File: src/rtl/ugb_pkg.sv
`timescale 1ns / 1ps
// shared types and constants for the uniform grid broad-phase block
// no dependencies

package ugb_pkg;

  localparam int DEF_MAX_COLUMNS   = 16;
  localparam int DEF_MAX_ROWS      = 16;
  localparam int DEF_CELL_CAPACITY = 16;
  localparam int DEF_MAX_FOUND     = 64;

  localparam int SIZE_W  = 13;  // cell size register width
  localparam int COUNT_W = 5;   // grid count register width
  localparam int CFG_W   = 13;  // config write data width
  localparam int MAG_W   = 16;  // magnitude of an edge, fits every legal sum
  localparam int EDGE_W  = 18;  // signed edge after momentum and size are added
  localparam int ID_W    = 10;

  localparam logic [SIZE_W-1:0]  RST_CELL_SIZE = 13'd64;
  localparam logic [COUNT_W-1:0] RST_COUNT     = 5'd16;

  typedef enum logic [1:0] {
    CFG_CELL_WIDTH   = 2'd0,
    CFG_CELL_HEIGHT  = 2'd1,
    CFG_GRID_COLUMNS = 2'd2,
    CFG_GRID_ROWS    = 2'd3
  } cfg_index_t;

  localparam logic [1:0] MODE_INSERT   = 2'd0;
  localparam logic [1:0] MODE_RETRIEVE = 2'd1;
  localparam logic [1:0] MODE_CLEAR    = 2'd2;

  localparam logic [2:0] ST_INSERTED = 3'd0;
  localparam logic [2:0] ST_FULL     = 3'd1;
  localparam logic [2:0] ST_HIT      = 3'd2;
  localparam logic [2:0] ST_NONE     = 3'd3;
  localparam logic [2:0] ST_TRUNC    = 3'd4;
  localparam logic [2:0] ST_CLEARED  = 3'd5;

  typedef struct packed {
    logic [1:0]         mode;
    logic [ID_W-1:0]    object_id;
    logic signed [15:0] box_left;
    logic signed [15:0] box_top;
    logic [11:0]        box_width;
    logic [11:0]        box_height;
    logic signed [11:0] move_x;
    logic signed [11:0] move_y;
  } in_item_t;

  typedef struct packed {
    logic [ID_W-1:0] found_id;
    logic [2:0]      status;
    logic            last;
  } out_item_t;

  // divider handshake between sequencer and divider
  typedef struct packed {
    logic             start;
    logic [MAG_W-1:0] dividend;
    logic [SIZE_W-1:0] divisor;
  } div_req_t;

  typedef struct packed {
    logic             done;
    logic [MAG_W-1:0] quotient;
  } div_rsp_t;

endpackage

File: src/rtl/ugb_div.sv
`timescale 1ns / 1ps
// restoring unsigned divider, one quotient bit per cycle
// depends on ugb_pkg

module ugb_div (
  input  logic              clk,
  input  logic              rst,
  input  ugb_pkg::div_req_t req,
  output ugb_pkg::div_rsp_t rsp
);

  localparam int QW = ugb_pkg::MAG_W;
  localparam int SW = ugb_pkg::SIZE_W;
  localparam int CW = $clog2(QW);

  logic [SW-1:0] rem;
  logic [SW-1:0] dvs;
  logic [QW-1:0] quo;
  logic [CW-1:0] cnt;
  logic          busy;
  logic          done;

  logic [SW:0]   trial;
  logic          ge;

  assign trial = {rem, quo[QW-1]};
  assign ge    = trial >= {1'b0, dvs};

  always_ff @(posedge clk) begin
    if (rst) begin
      busy <= 1'b0;
      done <= 1'b0;
      cnt  <= '0;
    end else begin
      done <= 1'b0;
      if (req.start) begin
        busy <= 1'b1;
        cnt  <= '0;
        rem  <= '0;
        dvs  <= req.divisor;
        quo  <= req.dividend;
      end else if (busy) begin
        rem <= ge ? SW'(trial - {1'b0, dvs}) : trial[SW-1:0];
        quo <= {quo[QW-2:0], ge};
        cnt <= cnt + 1'b1;
        if (cnt == CW'(QW - 1)) begin
          busy <= 1'b0;
          done <= 1'b1;
        end
      end
    end
  end

  assign rsp.done     = done;
  assign rsp.quotient = quo;

endmodule

File: config.mk
export PLATFORM = sky130hd
export DESIGN_NAME = ugb_div
export DESIGN_NICKNAME = d
export VERILOG_FILES = /design/src/rtl/ugb_pkg.sv /design/src/rtl/ugb_div.sv
export SDC_FILE = /design/constraint.sdc
export NUM_CORES = 1
export LEC_CHECK = 0
export BUFFER_PORTS_ARGS = -buffer_cell sky130_fd_sc_hd__buf_2
export CAP_MARGIN = 20
export CORE_UTILIZATION = 50
export DETAILED_ROUTE_END_ITERATION = 12
export GPL_TIMING_DRIVEN = 0
export PLACE_DENSITY = 0.69
export SYNTH_ARGS = -nofsm -noshare
export SYNTH_HDL_FRONTEND = slang
export SYNTH_SLANG_ARGS = --single-unit
File: constraint.sdc
create_clock -name clk -period 3.6 [get_ports clk]
set_input_delay 0.72 -clock clk [delete_from_list [all_inputs] [get_ports clk]]
set_output_delay 0.72 -clock clk [all_outputs]
set_load 0.02 [all_outputs]
* Word-level counts from Yosys, hierarchy flattened
Index checks and enable logic that the tools add are counted.
** Storage, ports and cells
- Register bits after elaboration :: 48
- Output and inout port bits :: 17
** Cells by class
- Add/sub/neg operators :: 2
- Magnitude comparators :: 1
- Equality and inequality tests :: 1
- Mux-type cells :: 8
- Bitwise logic cells :: 2
- Reductions and logical operators :: 5
** Operators with widths (count)
- two-way mux 16 bit :: 2
- two-way mux 13 bit :: 2
- greater-or-equal comparator 14 x 13 -> 1 bit :: 1
- subtractor 13 bit :: 1
- adder 4 x 1 -> 4 bit (second input constant) :: 1
- == test 4 bit (second input constant) :: 1
- two-way mux 1 bit :: 4
- AND reduction 2 bit :: 2
- OR reduction 3 bit :: 1
- inverter 1 bit :: 2
- nonzero test 2 bit :: 1
- OR reduction 2 bit :: 1

* Logic depth before layout (Yosys ltp)
Gate-level depths: netlist (run 1).
- Depth in word-level cells :: 4
- Depth in mapped cells :: 12
- Depth with buffers taken out :: 10

* Least setup slack after synthesis (run 1)
Ideal clock, no wire load.
- Path kind :: register to register
- Start :: reg quo[15]
- End :: reg quo[0] (data pin)
- Library setup time :: 260 ps
- Arrival :: 2528 ps
- Data required time :: 3340 ps
- Path slack :: 812 ps
- Stages on the path, launching flop included :: 12
- Path buffers :: 2
- Cells stage by stage :: edfxtp_1 -> inv_1 -> ha_1 -> inv_1 -> fa_1 -> a21o_1 -> a221oi_2 -> o31ai_2 -> a41o_1 -> buf_6 -> buf_8 -> mux2_2
** Between the ends
- Word-level cells in the longest chain between the ends :: 3
** Ends and longest elaborated chain
- from (decl) :: line ugb_div.sv:18 : logic [QW-1:0] quo;
- from (signal assigned) :: line ugb_div.sv:41 : quo <= req.dividend;
- from (signal assigned) :: line ugb_div.sv:44 : quo <= {quo[QW-2:0], ge};
- greater-or-equal comparator 14 x 13 -> 1 bit :: line ugb_div.sv:27 : assign ge = trial >= {1'b0, dvs};
- two-way mux 16 bit :: line ugb_div.sv:42 : end else if (busy) begin
- two-way mux 16 bit :: line ugb_div.sv:36 : if (req.start) begin
No other way between the ends. The select of a mux whose other input is x is not followed.
A chain may end at the register's enable or synchronous reset.

* Worst setup path after layout (run 1)
- Start :: reg quo[15]
- End :: reg rem[12] (data pin)
** Between the ends
- Word-level cells in the longest chain between the ends :: 3
** Ends and longest elaborated chain
- subtractor 13 bit / greater-or-equal comparator 14 x 13 -> 1 bit (equally long branches) :: line ugb_div.sv:43, ugb_div.sv:27
- two-way mux 13 bit (*) :: line ugb_div.sv:43 : rem <= ge ? SW'(trial - {1'b0, dvs}) : trial[SW-1:0];
- two-way mux 13 bit (*) :: line ugb_div.sv:42
- to (signal assigned) :: line ugb_div.sv:43
- to (decl) :: line ugb_div.sv:16 : logic [SW-1:0] rem;
Mark *: on every way between the ends. The rest lies on a longest branch, timed or not. The select of a mux whose other input is x is not followed.

==> results of run 1 <==
## layer usage
layer / GRT usage (%) / wire length, µm
met5: 0 / 0
met4: 9.402 / 72
met3: 5.213 / 228
met2: 27.01 / 2065
met1: 22.94 / 2051
## power breakdown
part	switching [mW]	leakage [nW]	total (mW)	internal, mW
sequential	0.0185	0.450	0.677	0.658
clock	0.172	0.0422	0.308	0.137
combinational	0.182	0.780	0.337	0.155
## synthesized netlist by cell type (2+ instances only)
| cell | count |
|---|---|
| sky130_fd_sc_hd__ha_1 | 14 |
| sky130_fd_sc_hd__o21a_1 | 3 |
| sky130_fd_sc_hd__or2_0 | 2 |
| sky130_fd_sc_hd__o211ai_1 | 3 |
| sky130_fd_sc_hd__o31ai_1 | 2 |
| sky130_fd_sc_hd__mux2_2 | 16 |
| sky130_fd_sc_hd__clkbuf_1 | 3 |
| sky130_fd_sc_hd__nand3_1 | 2 |
| sky130_fd_sc_hd__dfxtp_1 | 6 |
| sky130_fd_sc_hd__nor2_1 | 24 |
| sky130_fd_sc_hd__xnor2_1 | 7 |
| sky130_fd_sc_hd__a211oi_1 | 2 |
| sky130_fd_sc_hd__mux2i_1 | 9 |
| sky130_fd_sc_hd__nand2b_1 | 2 |
| sky130_fd_sc_hd__nand2_1 | 8 |
| sky130_fd_sc_hd__xor2_1 | 5 |
| sky130_fd_sc_hd__buf_1 | 2 |
| sky130_fd_sc_hd__edfxtp_1 | 42 |
| sky130_fd_sc_hd__inv_1 | 17 |
| sky130_fd_sc_hd__a21o_1 | 5 |
| sky130_fd_sc_hd__o21ai_0 | 3 |
| sky130_fd_sc_hd__a21oi_1 | 10 |
| sky130_fd_sc_hd__nand4_1 | 4 |
## path summary, 6_finish.rpt
check / endpoint / cells after the start
worst min register to register: done / 2
worst max register to register: rem[12] / 10
worst max-delay path: rem[12] / 10
worst min-delay path: done / 2
## cell usage in the layout (no fill, tap or decap), drive strengths merged, types with 3 or more instances in the layout
cell type / instances
clkbuf: 10
o31ai: 3
or2: 3
dfxtp: 6
a21oi: 10
buf: 54
o211ai: 3
o21ai: 3
xnor2: 7
xor2: 5
mux2i: 9
o21a: 3
nand4: 4
a211oi: 3
mux2: 16
inv: 17
a21o: 5
edfxtp: 42
nor2: 24
ha: 14
nand2: 8
## registers in the layout (all words and copies together) (netlist names)
signal  flops
dvs        13
busy        1
cnt         4
quo        16
done        1
rem        13
## critical path, cell delays in order, from the launching register on
cell,delay [ps]
sky130_fd_sc_hd__edfxtp_1,410
sky130_fd_sc_hd__inv_1,80
sky130_fd_sc_hd__ha_1,150
sky130_fd_sc_hd__inv_1,50
sky130_fd_sc_hd__fa_1,400
sky130_fd_sc_hd__a21o_1,220
sky130_fd_sc_hd__a221oi_2,360
sky130_fd_sc_hd__o21ai_0,230
sky130_fd_sc_hd__a221oi_1,450
sky130_fd_sc_hd__xor2_1,190
sky130_fd_sc_hd__a211oi_1,90
## per-stage QoR
step | util [%] | setup slack, ps
after floorplan | - | 812.1
after global placement | 59.97 | 388.5
after detailed placement | 60.36 | 750.8
after CTS | 62.05 | 722.6
after global routing | 62.05 | 540.3
final | 62.05 | 694.1
## logic make-up (layout without fill, tap and decap cells)
| family | Yosys count | in the layout | share of synthesized area [%] |
|---|---|---|---|
| and+or+nand+nor | 49 | 49 | 8.879 |
| DFF | 48 | 48 | 53.85 |
| AOI/OAI and AO/OA | 37 | 37 | 10.49 |
| muxes | 25 | 25 | 10.54 |
| buffers and inverters | 25 | 82 | 4.537 |
| adders and majority gates | 15 | 15 | 7.610 |
| xor gates and xnor gates | 12 | 12 | 4.098 |
## layout make-up
cell class | instances | area [µm²] | share of cell area (%)
multi-input cells | 138 | 1075 | 35.96
clock buffers | 7 | 76.32 | 2.553
flip-flops and latches | 48 | 1381 | 46.21
repair buffers | 49 | 251.5 | 8.414
clock inverters | 1 | 5.005 | 0.1674
plain buffers | 8 | 52.55 | 1.758
well taps | 67 | 83.83 | 2.805
inverters | 17 | 63.81 | 2.135
==> impl_table.tex, run 1 <==
\begin{tabular}{lr}
\hline
Metric & Value \\
\hline
\multicolumn{2}{l}{\textbf{Outcome}} \\
\quad Run status & completed \\
\multicolumn{2}{l}{\textbf{Die}} \\
\quad I/O pins & 49 \\
\quad Core area & 4817 µm² \\
\quad Num rows & 25 \\
\quad Initial Util & 53.25\% \\
\quad Total die area & 5421 µm² \\
\quad Die Ht & 73.63 µm \\
\quad Die Wd & 73.63 µm \\
\multicolumn{2}{l}{\textbf{STA}} \\
\quad Max Freq & 344.1 MHz \\
\quad Fin Clk Skew & 5.892 ps \\
\quad Total count of hold-check failures in the final report & 0 \\
\quad Fraction of the cycle the final worst path needs & 80.72\% \\
\quad Final-layout setup total negative slack & 0 ps \\
\quad Tmin final & 2906 ps \\
\quad Max-slew violation count & 0 \\
\quad Endpoints failing setup & 0 \\
\quad Headroom to the max-slew limit & 43.87\% \\
\quad Minimum hold slack & 500.3 ps \\
\quad Transition time at the pin with the least slew margin & 839.9 ps \\
\quad Unrepaired setup endpoints after global routing & false \\
\multicolumn{2}{l}{\textbf{Setup path}} \\
\quad Biggest fanout along the worst timing path & 3 \\
\quad Worst r2r src & quo[15] \\
\quad Arr. time, crit path & 2930 ps \\
\quad Required @ worst endpoint & 3620 ps \\
\quad Startpoint type of the worst setup path & register \\
\quad Launch point of the worst path & quo[15] \\
\quad WS Path Type & register to register \\
\quad Worst R2R Setup Slack & 690 ps \\
\quad Kind of capture point of the worst setup path & register \\
\multicolumn{2}{l}{\textbf{GRT}} \\
\quad Global routing usage summed across all routing layers & 17.77\% \\
\quad Aggregate global routing overflow & 0 \\
\quad First-pass GRT wire length & 7093 µm \\
\quad Initial antenna violation count & 0 \\
\quad Largest net degree at the start of global routing & 31 \\
\quad Number of global-route vias before repair & 1613 \\
\multicolumn{2}{l}{\textbf{Finish}} \\
\quad Net total in the final layout & 314 \\
\quad Area Overhead vs Synth & 16.54\% \\
\quad Fillcell total & 421 \\
\quad Proportion of layout cells with a drive suffix above 1 & 29.48\% \\
\quad Final cell count without fillers & 335 \\
\quad Post-Layout Inst Area & 2989 µm² \\
\quad Number of diodes added for antenna fixing & 0 \\
\multicolumn{2}{l}{\textbf{Synthesis}} \\
\quad Mapped Cells & 211 \\
\quad Synth Flop Type & sky130\_fd\_sc\_hd\_\_edfxtp\_1 \\
\quad Warnings from Yosys & 0 \\
\quad Average footprint of a synthesized cell & 12.16 µm² \\
\quad Seq/Total Area, Yosys & 53.85\% \\
\quad Post-synthesis cell area & 2565 µm² \\
\quad Share of the synthesized area in the top cell type & 49.17\% \\
\quad Post-synth top area cell & sky130\_fd\_sc\_hd\_\_edfxtp\_1 \\
\quad EDFF count, synth & 42 \\
\quad Flip-flop and latch count after synthesis & 48 \\
\quad Nets in the synthesized netlist & 258 \\
\quad Number of distinct standard cells referenced by the synthesized netlist & 43 \\
\quad Biggest area contributors in the synthesized netlist & sky130\_fd\_sc\_hd\_\_edfxtp\_1 49\%, sky130\_fd\_sc\_hd\_\_mux2\_2 7.0\%, sky130\_fd\_sc\_hd\_\_ha\_1 6.8\% \\
\quad Synth async-reset ratio & 0\% \\
\multicolumn{2}{l}{\textbf{Place}} \\
\quad Gp weighted congestion & 0.8340 \\
\quad Final HPWL DP & 3236 µm \\
\quad Dpl cells & 327 \\
\quad Number of buffers added on ports & 48 \\
\quad Area after detailed placement & 2908 µm² \\
\multicolumn{2}{l}{\textbf{Min path}} \\
\quad Startpoint of the lowest-slack hold path & cnt[3] \\
\quad Worst hold path type & register to register \\
\multicolumn{2}{l}{\textbf{Route}} \\
\quad Number of violations reported at the end of detailed-routing iteration 0 & 61 \\
\quad Total routed wirelength & 4417 µm \\
\quad Initial DRT Pass Iterations & 4 \\
\quad Vias per Instance & 5.236 \\
\quad Count of nets left with antenna violations after detail routing & 0 \\
\quad DR WL/cell & 13.19 µm \\
\quad Vias post-DR & 1754 \\
\quad Number of remaining DRC errors & 0 \\
\multicolumn{2}{l}{\textbf{Pwr}} \\
\quad Pleak & 1.272 nW \\
\quad Peak supply drop & 0.2483 mV \\
\quad Areal power density over the cells & 442.3 nW/µm² \\
\quad Pwr Total & 1.322 mW \\
\multicolumn{2}{l}{\textbf{Clocking}} \\
\quad Resized cells post-CTS & 0 \\
\quad Worst-case clock buffer depth & 2 \\
\quad Clock latency reported for the late side of the worst-skew pair & 300 ps \\
\quad Clock tree from TritonCTS & done \\
\quad TritonCTS Sinks & 48 \\
\quad Clock root cell & sky130\_fd\_sc\_hd\_\_clkbuf\_8 \\
\quad Number of buffers inserted to repair setup after CTS & 0 \\
\quad Post-CTS Hold Fix Bufs & 0 \\
\quad Htree depth & 2 \\
\quad Post-CTS clock slew at the launch and capture registers of the worst setup and hold paths & 80 ps \\
\quad Number of buffers created by CTS & 5 \\
\multicolumn{2}{l}{\textbf{Job}} \\
\quad Number of max-capacitance violations reported & 0 \\
\hline
\end{tabular}
Power figures use the tool's default switching activity.
==> inputs of run 2 (changes only) <==
--- a/config.mk
+++ b/config.mk
@@ -5,12 +5,13 @@
 export SDC_FILE = /design/constraint.sdc
 export NUM_CORES = 1
 export LEC_CHECK = 0
+export ABC_AREA = 1
 export BUFFER_PORTS_ARGS = -buffer_cell sky130_fd_sc_hd__buf_2
 export CAP_MARGIN = 20
 export CORE_UTILIZATION = 50
 export DETAILED_ROUTE_END_ITERATION = 12
 export GPL_TIMING_DRIVEN = 0
-export PLACE_DENSITY = 0.69
+export PLACE_DENSITY = 0.71
 export SYNTH_ARGS = -nofsm -noshare
 export SYNTH_HDL_FRONTEND = slang
 export SYNTH_SLANG_ARGS = --single-unit
==> constraint.sdc (replaced) <==
create_clock -name clk -period 2.49 [get_ports clk]
set_input_delay 0.498 -clock clk [delete_from_list [all_inputs] [get_ports clk]]
set_output_delay 0.498 -clock clk [all_outputs]
set_load 0.02 [all_outputs]
==> impl_table.tex, run 2 <==
\begin{tabular}{lr}
\hline
Metric & Value \\
\hline
\multicolumn{2}{l}{\textbf{Outcome}} \\
\quad Run status & completed \\
\multicolumn{2}{l}{\textbf{Min path}} \\
\quad Worst hold path type & input port to register \\
\quad Hold path endpoint & dvs[9] \\
\quad Hold Crit Depth & 1 \\
\quad Startpoint of the lowest-slack hold path & req[9] \\
\multicolumn{2}{l}{\textbf{Die}} \\
\quad Initial Util & 51.74\% \\
\quad I/O pins & 49 \\
\quad Total die area & 6004 µm² \\
\quad Die Wd & 77.49 µm \\
\quad Core area & 5507 µm² \\
\quad Die Ht & 77.49 µm \\
\quad Num rows & 27 \\
\multicolumn{2}{l}{\textbf{STA}} \\
\quad Fin Clk Skew & 2.862 ps \\
\quad Total count of hold-check failures in the final report & 0 \\
\quad Endpoints failing setup & 0 \\
\quad Minimum hold slack & 367.5 ps \\
\quad Fin worst setup slack & 151.0 ps \\
\quad Max-slew violation count & 0 \\
\quad Fraction of the cycle the final worst path needs & 93.94\% \\
\quad Transition time at the pin with the least slew margin & 639.4 ps \\
\quad Unrepaired setup endpoints after global routing & false \\
\quad Headroom to the max-slew limit & 57.21\% \\
\quad Max Freq & 427.5 MHz \\
\quad Tmin final & 2339 ps \\
\multicolumn{2}{l}{\textbf{Clocking}} \\
\quad Post-CTS Hold Fix Bufs & 0 \\
\quad Clock root cell & sky130\_fd\_sc\_hd\_\_clkbuf\_8 \\
\quad Clock latency reported for the late side of the worst-skew pair & 300 ps \\
\quad Number of buffers created by CTS & 5 \\
\quad Number of buffers inserted to repair setup after CTS & 0 \\
\quad Worst-case clock buffer depth & 2 \\
\quad Clock tree from TritonCTS & done \\
\quad Resized cells post-CTS & 0 \\
\quad Post-CTS clock slew at the launch and capture registers of the worst setup and hold paths & 90 ps \\
\quad TritonCTS Sinks & 48 \\
\quad Htree depth & 2 \\
\multicolumn{2}{l}{\textbf{Finish}} \\
\quad Post-Layout Inst Area & 3349 µm² \\
\quad Area used by multi-input combinational logic & 1225 µm² \\
\quad Final core utilization & 60.83\% \\
\quad Leading registers by flop count & quo: 16 flops, dvs: 13 flops, rem: 13 flops \\
\quad Fillcell total & 513 \\
\quad Number of diodes added for antenna fixing & 0 \\
\quad Register area & 1381 µm² \\
\quad Flip-flop count of the largest register after layout & 16 \\
\quad Proportion of layout cells with a drive suffix above 1 & 20.83\% \\
\quad Net total in the final layout & 454 \\
\quad Most used cells in the layout excluding fill and tap cells & 122 x sky130\_fd\_sc\_hd\_\_nand2\_1, 52 x sky130\_fd\_sc\_hd\_\_inv\_1, 48 x sky130\_fd\_sc\_hd\_\_buf\_2 \\
\quad Register with the highest flop count & quo \\
\quad Most common library cell in the layout ignoring fill and taps & sky130\_fd\_sc\_hd\_\_nand2\_1 \\
\quad Area Overhead vs Synth & 17.57\% \\
\multicolumn{2}{l}{\textbf{Route}} \\
\quad Number of violations reported at the end of detailed-routing iteration 0 & 125 \\
\quad Initial DRT Pass Iterations & 4 \\
\quad DR WL/cell & 12.50 µm \\
\quad Vias per Instance & 4.958 \\
\quad Total routed wirelength & 6001 µm \\
\quad Vias post-DR & 2380 \\
\quad Number of remaining DRC errors & 0 \\
\quad Count of nets left with antenna violations after detail routing & 0 \\
\multicolumn{2}{l}{\textbf{Setup path}} \\
\quad Worst R2R Path Depth & 13 \\
\quad Kind of capture point of the worst setup path & register \\
\quad Worst R2R Setup Slack & 150 ps \\
\quad Arr. time, crit path & 2400 ps \\
\quad Reg2Reg Capture Point & rem[6] \\
\quad WS Path Type & register to register \\
\quad Required @ worst endpoint & 2550 ps \\
\quad Startpoint type of the worst setup path & register \\
\quad Biggest fanout along the worst timing path & 10 \\
\quad Worst r2r src & quo[15] \\
\multicolumn{2}{l}{\textbf{Synthesis}} \\
\quad Post-synthesis cell area & 2849 µm² \\
\quad Nets in the synthesized netlist & 397 \\
\quad Average footprint of a synthesized cell & 8.140 µm² \\
\quad Flip-flop and latch count after synthesis & 48 \\
\quad Mapped Cells & 350 \\
\quad Biggest area contributors in the synthesized netlist & sky130\_fd\_sc\_hd\_\_edfxtp\_1 44\%, sky130\_fd\_sc\_hd\_\_nand2\_1 16\%, sky130\_fd\_sc\_hd\_\_inv\_1 6.9\% \\
\quad Most frequent cells after synthesis & 123 x sky130\_fd\_sc\_hd\_\_nand2\_1, 52 x sky130\_fd\_sc\_hd\_\_inv\_1, 42 x sky130\_fd\_sc\_hd\_\_edfxtp\_1, 37 x sky130\_fd\_sc\_hd\_\_nor2\_1, 18 x sky130\_fd\_sc\_hd\_\_nand3\_1 \\
\quad Synth Flop Type & sky130\_fd\_sc\_hd\_\_edfxtp\_1 \\
\quad Share of the synthesized area in the top cell type & 44.27\% \\
\quad Seq/Total Area, Yosys & 48.48\% \\
\quad EDFF count, synth & 42 \\
\quad Number of distinct standard cells referenced by the synthesized netlist & 30 \\
\quad Post-synth top area cell & sky130\_fd\_sc\_hd\_\_edfxtp\_1 \\
\quad Synth async-reset ratio & 0\% \\
\quad Most frequent cell after synthesis & sky130\_fd\_sc\_hd\_\_nand2\_1 \\
\quad Warnings from Yosys & 0 \\
\multicolumn{2}{l}{\textbf{GRT}} \\
\quad Aggregate global routing overflow & 0 \\
\quad Number of global-route vias before repair & 2430 \\
\quad Busiest metal layer after global routing & met2 \\
\quad Largest net degree at the start of global routing & 26 \\
\quad First-pass GRT wire length & 10630 µm \\
\quad Met2 GRT Util & 38.05\% \\
\quad Global routing usage summed across all routing layers & 22.44\% \\
\quad GRT met3 Usage & 4.588\% \\
\quad Met1 routing resource usage after global routing & 28.73\% \\
\quad Initial antenna violation count & 0 \\
\multicolumn{2}{l}{\textbf{Place}} \\
\quad Gp weighted congestion & 0.8608 \\
\quad DP Worst Slack & 183.6 ps \\
\quad Final HPWL DP & 4476 µm \\
\quad Number of buffers added on ports & 48 \\
\quad Area after detailed placement & 3222 µm² \\
\multicolumn{2}{l}{\textbf{Pwr}} \\
\quad Pwr Total & 2.184 mW \\
\quad Peak supply drop & 0.3327 mV \\
\quad Pleak & 1.682 nW \\
\quad Areal power density over the cells & 652.0 nW/µm² \\
\multicolumn{2}{l}{\textbf{Job}} \\
\quad Number of max-capacitance violations reported & 0 \\
\hline
\end{tabular}
-- run 2: changes by cell type in the layout (fill, tap and decap cells not counted), sizes merged, moves of 3 or more --
cell    previous run  this run
nand2              8       132
inv               17        54
nand3              2        23
mux2              16         0
nor2              24        38
mux2i              9         0
a21o               5         0
xnor2              7         2
a211oi             3         0
nor3               1         4
o211ai             3         0
o21a               3         0
o31ai              3         0
xor2               5         2
-- run 2: worst max-delay path by stage --
| stage | start | endpoint | slack [ps] |
|---|---|---|---|
| 2_1_floorplan | quo[15] | rem[5] | 290 |
| 3_3_place_gp | req[29] | rem[12] | -160 |
| 3_5_place_dp | quo[15] | rem[6] | 180 |
| 4_1_cts | quo[15] | rem[6] | 150 |
| 5_1_grt | quo[15] | rem[6] | 20 |
| 6_report | quo[15] | rem[6] | 150 |
-- run 2: cells by family after synthesis --
kind of cell / count (synthesis) / share of synthesized area (%)
AO/OA/AOI/OAI: 16 / 3.470
XOR/XNOR: 4 / 1.230
adder cells (fa/ha/maj): 15 / 6.851
buffers and inverters: 62 / 9.091
flip-flops: 48 / 48.49
AND/OR/NAND/NOR: 205 / 30.87
-- run 2: cell type report --
| cell class | count | area share (%) |
|---|---|---|
| Clock buffer | 8 | 3.661 |
| Multi-Input combinational cell | 240 | 36.57 |
| Buffer | 8 | 1.681 |
| Sequential cell | 48 | 41.24 |
| Tap cell | 72 | 2.690 |
| Inverter | 54 | 6.052 |
| Timing Repair Buffer | 50 | 8.106 |
-- run 2: routing by layer --
metal	part of all wire [%]	vias to the layer above
met1	45	1073
met4	1.6	0
met5	0	-
met3	6.4	9
li1	-	1225
met2	47	73
-- run 2: critical path, stage by stage, from the launching register on --
cell	delay (ps)
sky130_fd_sc_hd__edfxtp_1	440
sky130_fd_sc_hd__inv_1	80
sky130_fd_sc_hd__ha_1	130
sky130_fd_sc_hd__inv_1	70
sky130_fd_sc_hd__fa_1	420
sky130_fd_sc_hd__nand2_2	110
sky130_fd_sc_hd__nand2_2	70
sky130_fd_sc_hd__nand3_2	100
sky130_fd_sc_hd__nand2_4	70
sky130_fd_sc_hd__nand2_2	70
sky130_fd_sc_hd__nand3_2	150
sky130_fd_sc_hd__buf_6	200
sky130_fd_sc_hd__nor2_1	110
sky130_fd_sc_hd__nor2_2	70
-- run 2: metrics by stage --
stage          instances  setup TNS [ps]
3_5_place_dp         472               0
3_3_place_gp         470           -4729
2_1_floorplan        350               0
4_1_cts              480               0
6_report             480               0
5_1_grt              480               0
-- run 2: power breakdown --
group          switching, mW  leakage [nW]  internal, mW  total [mW]
registers             0.0328         0.453         0.959       0.992
logic                  0.381          1.17         0.225       0.606
clock network          0.265        0.0618         0.321       0.586
total                  0.679          1.68          1.50        2.18
==> inputs of run 3 (changes only) <==
--- a/config.mk
+++ b/config.mk
@@ -5,13 +5,14 @@
 export SDC_FILE = /design/constraint.sdc
 export NUM_CORES = 1
 export LEC_CHECK = 0
-export ABC_AREA = 1
 export BUFFER_PORTS_ARGS = -buffer_cell sky130_fd_sc_hd__buf_2
 export CAP_MARGIN = 20
 export CORE_UTILIZATION = 50
+export CTS_BUF_LIST = sky130_fd_sc_hd__clkbuf_4 sky130_fd_sc_hd__clkbuf_8 sky130_fd_sc_hd__clkbuf_16
 export DETAILED_ROUTE_END_ITERATION = 12
 export GPL_TIMING_DRIVEN = 0
-export PLACE_DENSITY = 0.71
+export PLACE_DENSITY = 0.72
+export SKIP_LAST_GASP = 1
 export SYNTH_ARGS = -nofsm -noshare
 export SYNTH_HDL_FRONTEND = slang
 export SYNTH_SLANG_ARGS = --single-unit
==> impl_table.tex, run 3 (same netlist as run 1, synthesis figures left out) <==
\begin{tabular}{lr}
\hline
Metric & Value \\
\hline
\multicolumn{2}{l}{\textbf{Finish}} \\
\quad Most common library cell in the layout ignoring fill and taps & sky130\_fd\_sc\_hd\_\_buf\_2 \\
\quad Final core utilization & 65.87\% \\
\quad Post-Layout Inst Area & 3173 µm² \\
\quad Final cell count without fillers & 345 \\
\quad Area Overhead vs Synth & 23.71\% \\
\quad Register with the highest flop count & quo \\
\quad Net total in the final layout & 324 \\
\quad Flip-flop count of the largest register after layout & 16 \\
\quad Proportion of layout cells with a drive suffix above 1 & 35.61\% \\
\quad Most used cells in the layout excluding fill and tap cells & 48 x sky130\_fd\_sc\_hd\_\_buf\_2, 42 x sky130\_fd\_sc\_hd\_\_edfxtp\_1, 21 x sky130\_fd\_sc\_hd\_\_nor2\_1 \\
\quad Number of diodes added for antenna fixing & 0 \\
\quad Leading registers by flop count & quo: 16 flops, dvs: 13 flops, rem: 13 flops \\
\quad Fillcell total & 414 \\
\multicolumn{2}{l}{\textbf{Route}} \\
\quad Count of nets left with antenna violations after detail routing & 0 \\
\quad Sum of routed wire segments on met1 & 2196 µm \\
\quad Total routed wirelength & 5114 µm \\
\quad Number of violations reported at the end of detailed-routing iteration 0 & 86 \\
\quad Number of remaining DRC errors & 0 \\
\quad Routed length on met3 & 198 µm \\
\quad Initial DRT Pass Iterations & 4 \\
\quad Vias post-DR & 1829 \\
\quad Vias per Instance & 5.301 \\
\quad Top layer reached by signal wires & met4 \\
\quad DR WL/cell & 14.82 µm \\
\quad Routed met2 length & 2626 µm \\
\multicolumn{2}{l}{\textbf{Place}} \\
\quad Dpl cells & 327 \\
\quad DP Worst Slack & -317.9 ps \\
\quad Final HPWL DP & 3344 µm \\
\quad Area after detailed placement & 2910 µm² \\
\quad Gp weighted congestion & 0.7686 \\
\quad Number of buffers added on ports & 48 \\
\multicolumn{2}{l}{\textbf{Pwr}} \\
\quad Peak supply drop & 0.3517 mV \\
\quad Areal power density over the cells & 646.5 nW/µm² \\
\quad Pwr Total & 2.051 mW \\
\quad Pleak & 1.353 nW \\
\multicolumn{2}{l}{\textbf{Setup path}} \\
\quad Arr. time, crit path & 2750 ps \\
\quad Biggest fanout along the worst timing path & 5 \\
\quad Launch point of the worst path & quo[15] \\
\quad WS Path Type & register to register \\
\quad Startpoint type of the worst setup path & register \\
\quad Worst R2R Path Depth & 12 \\
\quad Kind of capture point of the worst setup path & register \\
\quad Required @ worst endpoint & 2530 ps \\
\quad Worst r2r src & quo[15] \\
\multicolumn{2}{l}{\textbf{STA}} \\
\quad Total count of hold-check failures in the final report & 0 \\
\quad Fraction of the cycle the final worst path needs & 108.9\% \\
\quad Max Freq & 368.8 MHz \\
\quad Fin Clk Skew & 5.449 ps \\
\quad Minimum hold slack & 367.9 ps \\
\quad Endpoints failing setup & 14 \\
\quad Transition time at the pin with the least slew margin & 842.1 ps \\
\quad Final-layout setup total negative slack & -2341 ps \\
\quad Max-slew violation count & 0 \\
\quad Tmin final & 2711 ps \\
\quad Fin worst setup slack & -221.3 ps \\
\quad Headroom to the max-slew limit & 43.73\% \\
\quad Unrepaired setup endpoints after global routing & true \\
\multicolumn{2}{l}{\textbf{Clocking}} \\
\quad Clock latency reported for the late side of the worst-skew pair & 300 ps \\
\quad Clock tree from TritonCTS & done \\
\quad Worst-case clock buffer depth & 2 \\
\quad Clock root cell & sky130\_fd\_sc\_hd\_\_clkbuf\_8 \\
\quad Post-CTS clock slew at the launch and capture registers of the worst setup and hold paths & 80 ps \\
\quad Number of buffers created by CTS & 5 \\
\quad TritonCTS Sinks & 48 \\
\quad Htree depth & 2 \\
\multicolumn{2}{l}{\textbf{Die}} \\
\quad Total die area & 5421 µm² \\
\quad I/O pins & 49 \\
\quad Die Ht & 73.63 µm \\
\quad Die Wd & 73.63 µm \\
\quad Core area & 4817 µm² \\
\quad Num rows & 25 \\
\quad Initial Util & 53.25\% \\
\multicolumn{2}{l}{\textbf{Outcome}} \\
\quad Run status & complete, but fails checks \\
\quad Violated checks & setup timing \\
\multicolumn{2}{l}{\textbf{GRT}} \\
\quad First-pass GRT wire length & 8100 µm \\
\quad Initial antenna violation count & 0 \\
\quad Global routing usage summed across all routing layers & 20.37\% \\
\quad Largest net degree at the start of global routing & 31 \\
\quad Number of global-route vias before repair & 1841 \\
\quad Aggregate global routing overflow & 0 \\
\multicolumn{2}{l}{\textbf{Min path}} \\
\quad Worst hold path type & input port to register \\
\quad Hold Crit Depth & 1 \\
\quad Startpoint of the lowest-slack hold path & req[6] \\
\multicolumn{2}{l}{\textbf{Job}} \\
\quad Number of max-capacitance violations reported & 0 \\
\hline
\end{tabular}
## run 3: changes by cell type in the layout (fill, tap and decap cells not counted), sizes merged, moves of 10 or more
cell   before  now
inv        54   17
buf        54   64
nor2       38   24
nand3      23    2
mux2        0   16
nand2     132    8
## run 3: worst max-delay path, stage by stage (launching register included)
cell                       delay (ps)
sky130_fd_sc_hd__edfxtp_1         410
sky130_fd_sc_hd__inv_1             80
sky130_fd_sc_hd__ha_2             180
sky130_fd_sc_hd__inv_2             40
sky130_fd_sc_hd__fa_2             330
sky130_fd_sc_hd__a21o_1           210
sky130_fd_sc_hd__a221oi_4         330
sky130_fd_sc_hd__o31ai_4          100
sky130_fd_sc_hd__a41o_1           240
sky130_fd_sc_hd__buf_6            140
sky130_fd_sc_hd__buf_8            130
sky130_fd_sc_hd__mux2i_1          170
sky130_fd_sc_hd__nor2_1            70
## run 3: power breakdown
group	internal (mW)	switching [mW]	total [mW]
combinational	0.289	0.313	0.602
sequential	0.952	0.0292	0.981
clock	0.219	0.248	0.468
total	1.46	0.591	2.05
## run 3: cell type report
cell class / count / area, µm² / share of cell area [%]
Buffer: 8 / 52.55 / 1.656
Clock buffer: 7 / 83.83 / 2.642
Clock inverter: 1 / 5.005 / 0.1577
Inverter: 17 / 63.81 / 2.011
Multi-Input combinational cell: 138 / 1136 / 35.80
Sequential cell: 48 / 1381 / 43.53
Tap cell: 67 / 83.83 / 2.642
Timing Repair Buffer: 59 / 366.6 / 11.55
## run 3: layer usage
metal,track usage (%),vias to the layer above
met3,4.390,11
li1,-,898
met5,0,-
met2,35.47,44
met1,24.37,876
met4,8.333,0
## run 3: repair_timing
item	in CTS	in global routing
gates resized for setup	13	3
gates cloned	1	0
pin swaps	7	4
setup endpoints to repair	14	14
hold buffers	0	0
setup buffers	7	2
## run 3: final timing paths
path	end	slack (ps)
min	dvs[6]	370
min reg2reg	done	490
max	rem[1]	-220
max reg2reg	rem[1]	-220
